[src/hdl/rcs_pkg.sv]
`default_nettype none

package rcs_pkg;

    localparam int DATA_W          = 24;
    localparam int SUM_W           = 41;
    localparam int SQ_W            = 2 * DATA_W;
    localparam int SUM2_W          = 64;
    localparam int ITER_W          = $clog2(SUM2_W);
    localparam int MEAN_PAD        = SUM2_W - SUM_W;
    localparam int MAX_SAMPLES_DEF = 65536;
    localparam int CFG_ADDR_W      = 3;
    localparam int CFG_DATA_W      = 32;

    // register word index within the configuration space
    localparam logic REG_SAMPLE_OFFSET = 1'b0;

    // iteration counter start points; every sequence ends at all ones
    localparam logic [ITER_W-1:0] ITER_DIV_SQ   = '0;
    localparam logic [ITER_W-1:0] ITER_DIV_MEAN = ITER_W'(MEAN_PAD);
    localparam logic [ITER_W-1:0] ITER_ROOT     = ITER_W'(SUM2_W / 2);

    localparam logic [SUM2_W-1:0] ROOT_BIT_INIT = {2'b01, {(SUM2_W - 2){1'b0}}};

    localparam logic signed [DATA_W-1:0] S_MAX = {1'b0, {(DATA_W - 1){1'b1}}};
    localparam logic signed [DATA_W-1:0] S_MIN = {1'b1, {(DATA_W - 1){1'b0}}};

    typedef enum logic [3:0] {
        ST_ACCUM,
        ST_DRAIN,
        ST_LOAD_SQ,
        ST_DIV_SQ,
        ST_LOAD_MEAN,
        ST_DIV_MEAN,
        ST_MEAN,
        ST_MEAN_SQ,
        ST_ROOT_LOAD,
        ST_ROOT,
        ST_RESULT
    } t_state;

    typedef struct packed {
        logic accept;
        logic div_load_sq;
        logic div_load_mean;
        logic div_step;
        logic mean_fix;
        logic mean_sq;
        logic root_load;
        logic root_step;
        logic result_load;
    } t_cmd;

    typedef struct packed {
        logic last_retired;
        logic step_done;
        logic out_free;
    } t_status;

endpackage

`default_nettype wire

[src/hdl/running_column_statistics.sv]
// channel   | dir | handshake                   | content
// ----------+-----+-----------------------------+-------------------------------------
// s_axis    | in  | tvalid / tready             | tdata: sample; tlast: last of run
// m_axis    | out | tvalid / tready             | tdata: mean, std_dev, largest,
//           |     |                             |        smallest; tuser: overflowed
// apb       | in  | psel / penable / pready     | sample_offset at byte address 0
//
// one sample per cycle; after the tlast transfer tready stays low until the statistics are done:
// a 64-step division of the square sum, a 41-step division of the sum and a 32-step
// square root, sharing one iteration counter in the datapath
// the result waits in an output register; the next run may start while it is held,
// but its result keeps tready low until the held one is taken
// reset is synchronous, active low; it clears the run and sets the offset to zero
`default_nettype none

module running_column_statistics #(
    parameter int MAX_SAMPLES = rcs_pkg::MAX_SAMPLES_DEF
) (
    input  wire logic                              i_clk,
    input  wire logic                              i_rst_n,

    input  wire logic                              s_axis_tvalid,
    output logic                                   s_axis_tready,
    input  wire logic [rcs_pkg::DATA_W-1:0]        s_axis_tdata,  // [23:0] sample
    input  wire logic                              s_axis_tlast,

    output logic                                   m_axis_tvalid,
    input  wire logic                              m_axis_tready,
    // [23:0] mean, [47:24] std_dev, [71:48] largest, [95:72] smallest
    output logic [4*rcs_pkg::DATA_W-1:0]           m_axis_tdata,
    output logic                                   m_axis_tuser,  // [0] overflowed

    input  wire logic                              psel,
    input  wire logic                              penable,
    input  wire logic                              pwrite,
    input  wire logic [rcs_pkg::CFG_ADDR_W-1:0]    paddr,
    input  wire logic [rcs_pkg::CFG_DATA_W-1:0]    pwdata,
    output logic [rcs_pkg::CFG_DATA_W-1:0]         prdata,
    output logic                                   pready
);

    localparam int DW = rcs_pkg::DATA_W;

    logic [DW-1:0]     r_offset;
    logic              w_cfg_hit;

    rcs_pkg::t_cmd     w_cmd;
    rcs_pkg::t_status  w_status;

    logic [DW-1:0]     w_mean;
    logic [DW-1:0]     w_std_dev;
    logic [DW-1:0]     w_largest;
    logic [DW-1:0]     w_smallest;

    assign pready    = 1'b1;
    assign w_cfg_hit = paddr[2] == rcs_pkg::REG_SAMPLE_OFFSET;

    always_ff @(posedge i_clk) begin
        if (!i_rst_n) begin
            r_offset <= '0;
        end else if (psel && penable && pwrite && pready && w_cfg_hit) begin
            r_offset <= pwdata[DW-1:0];
        end
    end

    always_comb begin
        prdata = '0;
        if (w_cfg_hit) begin
            prdata = {{(rcs_pkg::CFG_DATA_W - DW){r_offset[DW-1]}}, r_offset};
        end
    end

    rcs_ctrl u_ctrl (
        .i_clk     (i_clk),
        .i_rst_n   (i_rst_n),
        .i_s_valid (s_axis_tvalid),
        .i_s_last  (s_axis_tlast),
        .o_s_ready (s_axis_tready),
        .i_status  (w_status),
        .o_cmd     (w_cmd)
    );

    rcs_dp #(
        .MAX_SAMPLES (MAX_SAMPLES)
    ) u_dp (
        .i_clk        (i_clk),
        .i_rst_n      (i_rst_n),
        .i_cmd        (w_cmd),
        .o_status     (w_status),
        .i_sample     (s_axis_tdata),
        .i_last       (s_axis_tlast),
        .i_offset     (r_offset),
        .i_out_ready  (m_axis_tready),
        .o_out_valid  (m_axis_tvalid),
        .o_mean       (w_mean),
        .o_std_dev    (w_std_dev),
        .o_largest    (w_largest),
        .o_smallest   (w_smallest),
        .o_overflowed (m_axis_tuser)
    );

    assign m_axis_tdata = {w_smallest, w_largest, w_std_dev, w_mean};

endmodule

`default_nettype wire

[src/hdl/rcs_ctrl.sv]
`default_nettype none

module rcs_ctrl (
    input  wire logic            i_clk,
    input  wire logic            i_rst_n,
    input  wire logic            i_s_valid,
    input  wire logic            i_s_last,
    output logic                 o_s_ready,
    input  rcs_pkg::t_status     i_status,
    output rcs_pkg::t_cmd        o_cmd
);

    rcs_pkg::t_state r_state;
    rcs_pkg::t_state n_state;

    always_ff @(posedge i_clk) begin
        if (!i_rst_n) begin
            r_state <= rcs_pkg::ST_ACCUM;
        end else begin
            r_state <= n_state;
        end
    end

    always_comb begin
        n_state = r_state;
        unique case (r_state)
            rcs_pkg::ST_ACCUM: begin
                if (i_s_valid && i_s_last) begin
                    n_state = rcs_pkg::ST_DRAIN;
                end
            end
            rcs_pkg::ST_DRAIN: begin
                if (i_status.last_retired) begin
                    n_state = rcs_pkg::ST_LOAD_SQ;
                end
            end
            rcs_pkg::ST_LOAD_SQ:   n_state = rcs_pkg::ST_DIV_SQ;
            rcs_pkg::ST_DIV_SQ: begin
                if (i_status.step_done) begin
                    n_state = rcs_pkg::ST_LOAD_MEAN;
                end
            end
            rcs_pkg::ST_LOAD_MEAN: n_state = rcs_pkg::ST_DIV_MEAN;
            rcs_pkg::ST_DIV_MEAN: begin
                if (i_status.step_done) begin
                    n_state = rcs_pkg::ST_MEAN;
                end
            end
            rcs_pkg::ST_MEAN:      n_state = rcs_pkg::ST_MEAN_SQ;
            rcs_pkg::ST_MEAN_SQ:   n_state = rcs_pkg::ST_ROOT_LOAD;
            rcs_pkg::ST_ROOT_LOAD: n_state = rcs_pkg::ST_ROOT;
            rcs_pkg::ST_ROOT: begin
                if (i_status.step_done) begin
                    n_state = rcs_pkg::ST_RESULT;
                end
            end
            rcs_pkg::ST_RESULT: begin
                if (i_status.out_free) begin
                    n_state = rcs_pkg::ST_ACCUM;
                end
            end
            default: n_state = rcs_pkg::ST_ACCUM;
        endcase
    end

    always_comb begin
        o_cmd     = '0;
        o_s_ready = 1'b0;
        unique case (r_state)
            rcs_pkg::ST_ACCUM: begin
                o_s_ready    = 1'b1;
                o_cmd.accept = i_s_valid;
            end
            rcs_pkg::ST_DRAIN:     ;
            rcs_pkg::ST_LOAD_SQ:   o_cmd.div_load_sq   = 1'b1;
            rcs_pkg::ST_DIV_SQ:    o_cmd.div_step      = 1'b1;
            rcs_pkg::ST_LOAD_MEAN: o_cmd.div_load_mean = 1'b1;
            rcs_pkg::ST_DIV_MEAN:  o_cmd.div_step      = 1'b1;
            rcs_pkg::ST_MEAN:      o_cmd.mean_fix      = 1'b1;
            rcs_pkg::ST_MEAN_SQ:   o_cmd.mean_sq       = 1'b1;
            rcs_pkg::ST_ROOT_LOAD: o_cmd.root_load     = 1'b1;
            rcs_pkg::ST_ROOT:      o_cmd.root_step     = 1'b1;
            rcs_pkg::ST_RESULT:    o_cmd.result_load   = i_status.out_free;
            default:               o_cmd               = '0;
        endcase
    end

endmodule

`default_nettype wire

[src/hdl/rcs_dp.sv]
`default_nettype none

module rcs_dp #(
    parameter int MAX_SAMPLES = rcs_pkg::MAX_SAMPLES_DEF
) (
    input  wire logic                          i_clk,
    input  wire logic                          i_rst_n,
    input  rcs_pkg::t_cmd                      i_cmd,
    output rcs_pkg::t_status                   o_status,
    input  wire logic [rcs_pkg::DATA_W-1:0]    i_sample,
    input  wire logic                          i_last,
    input  wire logic [rcs_pkg::DATA_W-1:0]    i_offset,
    input  wire logic                          i_out_ready,
    output logic                               o_out_valid,
    output logic [rcs_pkg::DATA_W-1:0]         o_mean,
    output logic [rcs_pkg::DATA_W-1:0]         o_std_dev,
    output logic [rcs_pkg::DATA_W-1:0]         o_largest,
    output logic [rcs_pkg::DATA_W-1:0]         o_smallest,
    output logic                               o_overflowed
);

    localparam int DW     = rcs_pkg::DATA_W;
    localparam int SW     = rcs_pkg::SUM_W;
    localparam int QW     = rcs_pkg::SQ_W;
    localparam int S2W    = rcs_pkg::SUM2_W;
    localparam int IW     = rcs_pkg::ITER_W;
    localparam int CNT_W  = $clog2(MAX_SAMPLES + 1);
    localparam logic [CNT_W-1:0] CNT_MAX = CNT_W'(MAX_SAMPLES);

    // input stage: offset and saturate
    logic signed [DW:0]   w_add;
    logic                 n_sat;
    logic signed [DW-1:0] n_x;

    logic                 r_x_vld;
    logic                 r_x_last;
    logic                 r_x_sat;
    logic signed [DW-1:0] r_x;

    // accumulation
    logic                 w_keep;
    logic [CNT_W-1:0]     r_count;
    logic signed [SW-1:0] r_sum;
    logic [S2W-1:0]       r_sum2;
    logic signed [DW-1:0] r_max;
    logic signed [DW-1:0] r_min;
    logic                 r_ovf;

    // shared squarer
    logic signed [DW-1:0] w_mul_a;
    logic signed [QW-1:0] w_prod;
    logic [QW-1:0]        r_sq;
    logic                 r_sq_vld;
    logic                 r_sq_last;

    // shared divider, restoring, one quotient bit per step
    logic [S2W-1:0]       r_dvd;
    logic [CNT_W-1:0]     r_rem;
    logic [IW-1:0]        r_iter;
    logic [CNT_W:0]       w_shift;
    logic [CNT_W:0]       w_diff;
    logic                 w_ge;
    logic [SW-1:0]        w_sum_abs;
    logic [S2W-1:0]       r_ms;
    logic signed [DW-1:0] r_mean;

    // square root, two radicand bits per step
    logic [S2W-1:0]       w_m2;
    logic [S2W-1:0]       r_rad;
    logic [S2W-1:0]       r_root;
    logic [S2W-1:0]       r_bit;
    logic [S2W-1:0]       w_trial;
    logic                 w_rge;
    logic [DW-1:0]        w_sd;
    logic                 w_empty;

    logic                 r_out_vld;
    logic [DW-1:0]        r_mean_o;
    logic [DW-1:0]        r_sd_o;
    logic [DW-1:0]        r_max_o;
    logic [DW-1:0]        r_min_o;
    logic                 r_ovf_o;

    assign w_add = $signed({i_sample[DW-1], i_sample}) + $signed({i_offset[DW-1], i_offset});
    assign n_sat = w_add[DW] != w_add[DW-1];

    always_comb begin
        if (!n_sat) begin
            n_x = w_add[DW-1:0];
        end else if (w_add[DW]) begin
            n_x = rcs_pkg::S_MIN;
        end else begin
            n_x = rcs_pkg::S_MAX;
        end
    end

    assign w_keep  = r_count < CNT_MAX;
    assign w_mul_a = i_cmd.mean_sq ? r_mean : r_x;
    assign w_prod  = w_mul_a * w_mul_a;

    assign w_shift   = {r_rem, r_dvd[S2W-1]};
    assign w_ge      = w_shift >= {1'b0, r_count};
    assign w_diff    = w_shift - {1'b0, r_count};
    assign w_sum_abs = r_sum[SW-1] ? SW'(-r_sum) : SW'(r_sum);

    assign w_m2    = S2W'(r_sq);
    assign w_trial = r_root + r_bit;
    assign w_rge   = r_rad >= w_trial;
    assign w_sd    = (|r_root[S2W-1:DW]) ? {DW{1'b1}} : r_root[DW-1:0];
    assign w_empty = r_count == '0;

    always_ff @(posedge i_clk) begin
        if (!i_rst_n) begin
            r_x_vld   <= 1'b0;
            r_sq_vld  <= 1'b0;
            r_sq_last <= 1'b0;
            r_count   <= '0;
            r_sum     <= '0;
            r_sum2    <= '0;
            r_max     <= rcs_pkg::S_MIN;
            r_min     <= rcs_pkg::S_MAX;
            r_ovf     <= 1'b0;
            r_out_vld <= 1'b0;
        end else begin
            r_x_vld   <= i_cmd.accept;
            r_sq_vld  <= r_x_vld && w_keep;
            r_sq_last <= r_x_vld && r_x_last;

            if (r_x_vld) begin
                if (w_keep) begin
                    r_count <= r_count + CNT_W'(1);
                    r_sum   <= r_sum + SW'(r_x);
                    if (r_x > r_max) begin
                        r_max <= r_x;
                    end
                    if (r_x < r_min) begin
                        r_min <= r_x;
                    end
                end
                if (r_x_sat || !w_keep) begin
                    r_ovf <= 1'b1;
                end
            end

            if (r_sq_vld) begin
                r_sum2 <= r_sum2 + S2W'(r_sq);
            end

            if (i_cmd.result_load) begin
                r_out_vld <= 1'b1;
            end else if (i_out_ready) begin
                r_out_vld <= 1'b0;
            end

            // pipeline is empty here, so clearing cannot lose a sample
            if (i_cmd.result_load) begin
                r_count <= '0;
                r_sum   <= '0;
                r_sum2  <= '0;
                r_max   <= rcs_pkg::S_MIN;
                r_min   <= rcs_pkg::S_MAX;
                r_ovf   <= 1'b0;
            end
        end
    end

    always_ff @(posedge i_clk) begin
        if (i_cmd.accept) begin
            r_x      <= n_x;
            r_x_last <= i_last;
            r_x_sat  <= n_sat;
        end

        if (r_x_vld || i_cmd.mean_sq) begin
            r_sq <= w_prod;
        end

        if (i_cmd.div_load_sq) begin
            r_dvd  <= r_sum2;
            r_rem  <= '0;
            r_iter <= rcs_pkg::ITER_DIV_SQ;
        end else if (i_cmd.div_load_mean) begin
            r_ms   <= r_dvd;
            r_dvd  <= {w_sum_abs, {rcs_pkg::MEAN_PAD{1'b0}}};
            r_rem  <= '0;
            r_iter <= rcs_pkg::ITER_DIV_MEAN;
        end else if (i_cmd.div_step) begin
            r_dvd  <= {r_dvd[S2W-2:0], w_ge};
            r_rem  <= w_ge ? w_diff[CNT_W-1:0] : w_shift[CNT_W-1:0];
            r_iter <= r_iter + IW'(1);
        end else if (i_cmd.root_load) begin
            r_iter <= rcs_pkg::ITER_ROOT;
        end else if (i_cmd.root_step) begin
            r_iter <= r_iter + IW'(1);
        end

        if (i_cmd.mean_fix) begin
            // quotient truncates toward zero, sign comes back afterwards
            r_mean <= r_sum[SW-1] ? -r_dvd[DW-1:0] : r_dvd[DW-1:0];
        end

        if (i_cmd.root_load) begin
            r_rad  <= (r_ms > w_m2) ? r_ms - w_m2 : '0;
            r_root <= '0;
            r_bit  <= rcs_pkg::ROOT_BIT_INIT;
        end else if (i_cmd.root_step) begin
            if (w_rge) begin
                r_rad  <= r_rad - w_trial;
                r_root <= (r_root >> 1) + r_bit;
            end else begin
                r_root <= r_root >> 1;
            end
            r_bit <= r_bit >> 2;
        end

        if (i_cmd.result_load) begin
            r_mean_o <= w_empty ? '0 : r_mean;
            r_sd_o   <= w_empty ? '0 : w_sd;
            r_max_o  <= r_max;
            r_min_o  <= r_min;
            r_ovf_o  <= r_ovf;
        end
    end

    assign o_status.last_retired = r_sq_last;
    assign o_status.step_done    = &r_iter;
    assign o_status.out_free     = !r_out_vld || i_out_ready;

    assign o_out_valid  = r_out_vld;
    assign o_mean       = r_mean_o;
    assign o_std_dev    = r_sd_o;
    assign o_largest    = r_max_o;
    assign o_smallest   = r_min_o;
    assign o_overflowed = r_ovf_o;

endmodule

`default_nettype wire
[config.mk]
export PLATFORM = sky130hd
export DESIGN_NAME = running_column_statistics
export DESIGN_NICKNAME = d
export VERILOG_FILES = /design/src/hdl/rcs_pkg.sv /design/src/hdl/running_column_statistics.sv /design/src/hdl/rcs_ctrl.sv /design/src/hdl/rcs_dp.sv
export SDC_FILE = /design/constraint.sdc
export NUM_CORES = 2
export LEC_CHECK = 0
export BUFFER_PORTS_ARGS = -buffer_cell sky130_fd_sc_hd__buf_2
export CAP_MARGIN = 20
export CORE_MARGIN = 3
export CORE_UTILIZATION = 59
export CTS_CLUSTER_SIZE = 16
export DETAILED_ROUTE_END_ITERATION = 12
export GPL_TIMING_DRIVEN = 0
export PLACE_DENSITY = 0.86
export SYNTH_ARGS = -nofsm -noshare
export SYNTH_HDL_FRONTEND = slang
export SYNTH_HIERARCHICAL = 1
export SYNTH_SLANG_ARGS = --single-unit
[constraint.sdc]
create_clock -name i_clk -period 9.1 [get_ports i_clk]
set_clock_uncertainty 0.15 [all_clocks]
set_input_delay 1.82 -clock i_clk [delete_from_list [all_inputs] [get_ports i_clk]]
set_output_delay 1.82 -clock i_clk [all_outputs]
set_load 0.005 [all_outputs]
## Word level (Yosys, flattened, before mapping)

Cells that the tools add are included.

- $add $sub $neg: 12
- Multiply operators: 1
- Magnitude comparators: 6
- Equality and inequality tests: 17
- Muxes and demuxes: 39
- Bitwise gates (word level): 3
- Reductions and logical operators: 31

Operator list:

| cell | count |
|---|---|
| $mux W64 | 8 |
| $mux W24 | 5 |
| $add A63 B63 Y64 | 1 |
| $add A64 B48 Y64 | 1 |
| $add A64 B63 Y64 | 1 |
| $ge A64 B64 Y1 | 1 |
| $gt A64 B48 Y1 | 1 |
| $sub A64 B48 Y64 | 1 |
| $sub A64 B64 Y64 | 1 |
| $mul A24 B24 Y48 | 1 |
| $pmux W4 S11 | 1 |
| $add A41 B24 Y41 | 1 |
| $mux W41 | 1 |
| $neg A41 Y41 | 1 |
| $reduce_or A40 Y1 | 1 |
| $mux W32 | 1 |
| $add A24 B24 Y25 | 1 |
| $gt A24 B24 Y1 | 1 |
| $lt A24 B24 Y1 | 1 |
| $mux W4 | 6 |
| $neg A24 Y24 | 1 |
| $ge A18 B17 Y1 | 1 |
| $mux W6 | 3 |
| $add A17 B1 Y17 const B | 1 |
| 25 further kinds | 67 |

- Flip-flop bits (word level): 709
- Input bits: 67
- Output and inout bits: 132
- Word-level logic and storage cells: 139

## Longest topological paths before layout

- Depth in word-level cells: 6
- Mapped depth: 38
- Mapped depth without buffers: 34

## Hierarchy

The synthesis kept the hierarchy.

Modules (own cells, without submodules):

| module | times used | cells each | area an instance (um^2) |
|---|---|---|---|
| rcs_dp | 1 | 6883 | 63220.6 |
| running_column_statistics | 1 | 141 | 1221.2 |
| rcs_ctrl | 1 | 53 | 370.4 |

## Worst setup path before layout

No wires, ideal clock.

- Kind: register to register
- Start point: register u_ctrl.r_state[3]
- End point: register u_dp.r_sq[47] (data pin)
- Library setup time: 0.260 ns
- Arrival time: 8.575 ns
- Slack: 0.115 ns
- Cell stages (with the launch flop): 36
- Period minus slack after synthesis: 8.985 ns
- Cells stage by stage: dfxtp_1 buf_2 nand2b_1 nor2_1 clkbuf_1 buf_1 clkbuf_1 mux2i_1 nor2_1 fa_1 inv_1 fa_1 inv_1 fa_1 inv_1 fa_1 inv_1 fa_1 fa_1 inv_1 fa_1 inv_1 ha_1 a21o_1 a21o_1 a21oi_1 o21ai_0 a21oi_1 o21ai_0 a41o_1 a211oi_1 o21bai_1 a21oi_1 o21ai_0 a21oi_1 xnor2_1

RTL lines:

| item | line | text |
|---|---|---|
| start, declared | rcs_ctrl.sv:13 | `rcs_pkg::t_state r_state;` |
| start signal, assigned | rcs_ctrl.sv:18 | `r_state <= rcs_pkg::ST_ACCUM;` |
| start signal, assigned | rcs_ctrl.sv:20 | `r_state <= n_state;` |
| end signal, assigned | rcs_dp.sv:175 | `r_sq <= w_prod;` |
| end, declared | rcs_dp.sv:52 | `logic [QW-1:0] r_sq;` |

==> impl_summary.md <==
Placement
OpenSTA, run right after detailed placement, puts the worst setup slack at -2550 ps. The congestion estimate from routability-driven global placement came to 0.996. The wire-length estimate of the detail-placed layout is 155 mm. The number of placed cells counting well taps is 8686. The port buffer count is 187.

Route
The count of TritonRoute iterations in the first routing pass is 6. For this run, design rule violations remaining after detail routing come to 0. The detail route stage leaves a number of antenna-violating nets equal to 0. The overall routed net length is 202 mm.

In the routed layout, each cell is associated on average with a via count of 6.27. The DRC marker count from the first detailed-route iteration is 6310. After detailed routing, the average wire length per cell comes to 22.7 um.

The routed layout has 55816 vias.

Global routing
The first global-routing pass estimated 307 mm of wire. The number of global-route vias before repair came to 55189. Summed over all layers, the global routing overflow is 0.

The initial antenna violation count is 3. Across every metal layer, demand over resource in global routing totals 0.347. Entering global routing, the biggest net connects 75 pins.

Critical path
For flop-to-flop paths, the worst setup slack is 140 ps. The beginning of the critical path is u_ctrl/r_state[3]. In this design, the stage delay of the slowest critical-path cell is 540 ps. By instance count, the cell type seen most on the critical path is sky130_fd_sc_hd__fa_1. The startpoint class of the critical path is a register. The slowest cell on the critical path is sky130_fd_sc_hd__fa_1.

At the worst endpoint, the required time is 9340 ps. The timing endpoint of the critical path is u_dp/r_sq[45]. The worst-case reg-to-reg path depth is 36.

The worst setup path is captured at a register. The critical path is of the reg -> reg type. The worst reg2reg path startpoint is u_ctrl/r_state[3].

The data arrival time of the critical path is around 9200 ps. Of all nets on the critical path, the largest fanout is 10. The destination of the worst register-to-register timing path is u_dp/r_sq[45].

Synthesis
The dominant register cell in the synthesized netlist is sky130_fd_sc_hd__edfxtp_1. In this run, synthesis inferred 386 flip-flops with an integrated enable. Counting distinct cell types in the post-synthesis netlist gives roughly 120. The sequential area share after synthesis is 0.278. Ranked by instance count, the synthesized netlist is headed by sky130_fd_sc_hd__inv_1, sky130_fd_sc_hd__nand2_1, sky130_fd_sc_hd__nor2_1, sky130_fd_sc_hd__fa_1, sky130_fd_sc_hd__ha_1. The mean instance size in the synthesized netlist is just over 9 um2. The most common cell in the synthesized netlist is sky130_fd_sc_hd__inv_1. After synthesis, the cell types taking the most area are sky130_fd_sc_hd__edfxtp_1, sky130_fd_sc_hd__fa_1, sky130_fd_sc_hd__dfxtp_1. Counting flops and latches in the post-synthesis netlist gives 708. Summed over all instances, the cell type with the most area after synthesis is sky130_fd_sc_hd__edfxtp_1.

The fraction of post-synthesis cell area in the top cell type by area is 0.179. Counting flops with an async set or reset pin after synthesis yields a share of 0. During synthesis, Yosys emitted a total of 6 warnings. The synthesized net count is 8205.

The mapped cell area is 64800 um2. The gate count of the mapped netlist is between 7000 and 8000.

STA
The slack of the critical path is 143 ps. The post-route clock period utilization is 0.984. Setup violations remaining at the end of the flow were counted as 0.

For the pin with the worst max-slew slack, the measured transition is 1120 ps. The max-slew violation total from the final report is 0. The count of final hold-check violations was 0. Based on the critical path, the design can be clocked at up to ~0.11 GHz. Counting I/O delays and the setup requirement, the final critical path takes 8960 ps. The worst-case headroom to the max-slew limit is 0.254.

Finish
The multi-input logic area is 42500 um2. The sequential standard cell area is around 18000 um2. The area growth from synthesis to layout is 10.9%. The number of inserted diodes is 0.

For this run, the number of standard cells in the final layout without fillers is 8895. Of the cells placed in the final design, the portion with a size suffix greater than 1 is 0.0913. The count of filler cells inserted in the layout is a little over 8000. For this run, the post-layout net count is 8559.

Clock network
Counting every sink on the clock net gives 708. Counting along the longest clock path gives a buffer depth of 3. The cts-stage hold buffer count is 0. Buffers inserted during clock tree synthesis total 75.

The clock transition at the registers of the reported paths is ~60 ps. The clock insertion delay at the later pin of the skew report is roughly 660 ps. The tree is rooted in a sky130_fd_sc_hd__clkbuf_16. In this run the number of H-tree levels came out at 3. The TritonCTS clock tree is done.

Hold path
The type of the worst min-delay path is reg -> reg. Counting instances, the worst hold path has a depth of 0. The worst hold path begins at u_dp/r_max[14].

Floorplan
The overall die height is 337 um. The die is 337 um wide. The area enclosed by the die boundary is ~110000 um2. The number of rows in the core area is 120. ~200 I/O pins were placed.

The core area is 108000 um2. The initial utilization of the core area, before any placement, comes to 0.600.

Run status
The run finished with clean final reports.

Job
The count of maximum capacitance violations is 0.
[state kept, by name, indices dropped and copies added (netlist names), 32 cells and up]
signal       cells
u_dp/r_root     64
u_dp/r_ms       64
u_dp/r_rad      64
u_dp/r_sq       47
u_dp/r_sum2     64
u_dp/r_bit      32
u_dp/r_sum      41
u_dp/r_dvd      64
[layer usage]
layer,wire length (um),up-vias,part of all wire,GRT usage
met2,92300,3405,0.46,0.565
met1,74600,26727,0.37,0.429
li1,-,24828,-,-
met4,15000,2,0.074,0.212
met3,20200,854,0.10,0.0637
met5,11,-,0.000054,0
[area by class of cell]
class	instances	share of cell area
repair buffers	280	0.0262
inverters	928	0.0495
plain buffers	287	0.0221
well taps	1403	0.0244
clock buffers	95	0.0287
flip-flops and latches	708	0.251
clock inverters	43	0.00709
multi-input cells	5151	0.591
[worst min-delay path by stage]
stage / slack (ps) / endpoint
4_1_cts: 270 / u_dp/o_largest[14]
6_report: 270 / u_dp/o_largest[14]
2_1_floorplan: 260 / u_dp/o_largest[10]
5_1_grt: 290 / u_dp/o_smallest[18]
3_3_place_gp: 260 / u_dp/o_largest[6]
3_5_place_dp: 260 / u_dp/o_largest[14]
[cell usage in the layout, fill, tap and decap left out, types with 30 or more instances in the layout]
master,Yosys,final
sky130_fd_sc_hd__ha_1,501,493
sky130_fd_sc_hd__a31oi_1,81,80
sky130_fd_sc_hd__nor2b_1,69,68
sky130_fd_sc_hd__xor2_1,188,188
sky130_fd_sc_hd__buf_4,20,91
sky130_fd_sc_hd__or3_1,38,38
sky130_fd_sc_hd__a211oi_1,38,36
sky130_fd_sc_hd__nor2_1,565,561
sky130_fd_sc_hd__clkbuf_16,0,81
sky130_fd_sc_hd__mux2i_1,123,107
sky130_fd_sc_hd__dfxtp_1,322,319
sky130_fd_sc_hd__o22ai_1,43,43
sky130_fd_sc_hd__nand4_1,68,68
sky130_fd_sc_hd__nand2_1,691,684
sky130_fd_sc_hd__nand3_1,137,137
sky130_fd_sc_hd__fa_1,560,556
sky130_fd_sc_hd__o31ai_1,61,61
sky130_fd_sc_hd__a21oi_1,411,404
sky130_fd_sc_hd__and3_1,46,45
sky130_fd_sc_hd__o211ai_1,37,37
sky130_fd_sc_hd__xnor2_1,277,277
sky130_fd_sc_hd__buf_2,19,205
sky130_fd_sc_hd__edfxtp_1,386,386
sky130_fd_sc_hd__o21a_1,67,65
sky130_fd_sc_hd__clkbuf_1,209,193
sky130_fd_sc_hd__o21ai_0,363,357
sky130_fd_sc_hd__nor3_1,66,64
sky130_fd_sc_hd__o21bai_1,64,64
sky130_fd_sc_hd__nor4_1,30,30
sky130_fd_sc_hd__a21o_1,195,194
sky130_fd_sc_hd__nand2b_1,45,44
sky130_fd_sc_hd__and2_1,43,43
sky130_fd_sc_hd__inv_1,918,907
[worst max-delay path, delay by kind of cell, from the launching register on]
kind                     cells  cell delay (ps)
AO/OA/AOI/OAI               12             2010
buffers and inverters       11             1360
XOR/XNOR                     1              110
multiplexers                 1              320
flip-flops                   1              370
AND/OR/NAND/NOR              3              430
adder cells (fa/ha/maj)      8             3900
[metrics by stage]
step           utilization  hold slack [ps]  setup TNS (ps)  area [um2]
2_1_floorplan            -              258               0       64800
3_3_place_gp         0.624              263          -87010       67500
3_5_place_dp         0.627              263          -45790       67800
4_1_cts              0.658              274               0       71100
5_1_grt              0.665              291            -250       71900
6_report             0.665              274               0       71900
[cell families (layout without fill, tap and decap cells)]
logic type	Yosys count	count (layout)	synth area share
other	1	1	0.0000579
DFF	708	708	0.278
muxes	132	132	0.0206
adders and majority gates	1061	1061	0.270
AOI/OAI and AO/OA	1610	1610	0.163
and+or+nand+nor	1882	1882	0.132
buffers and inverters	1218	1633	0.0739
xor gates and xnor gates	465	465	0.0628
[what timing repair did]
action / in CTS / in global routing
resized for setup: 167 / 84
pin swaps: 7 / 21
setup endpoints to repair: 33 / 13
cloned: 0 / 3
buffers inserted: 25 / 43
Power is left out: the tool's default activity adds up to more than one toggle a clock period on the data nets, which glitch-free logic cannot reach.
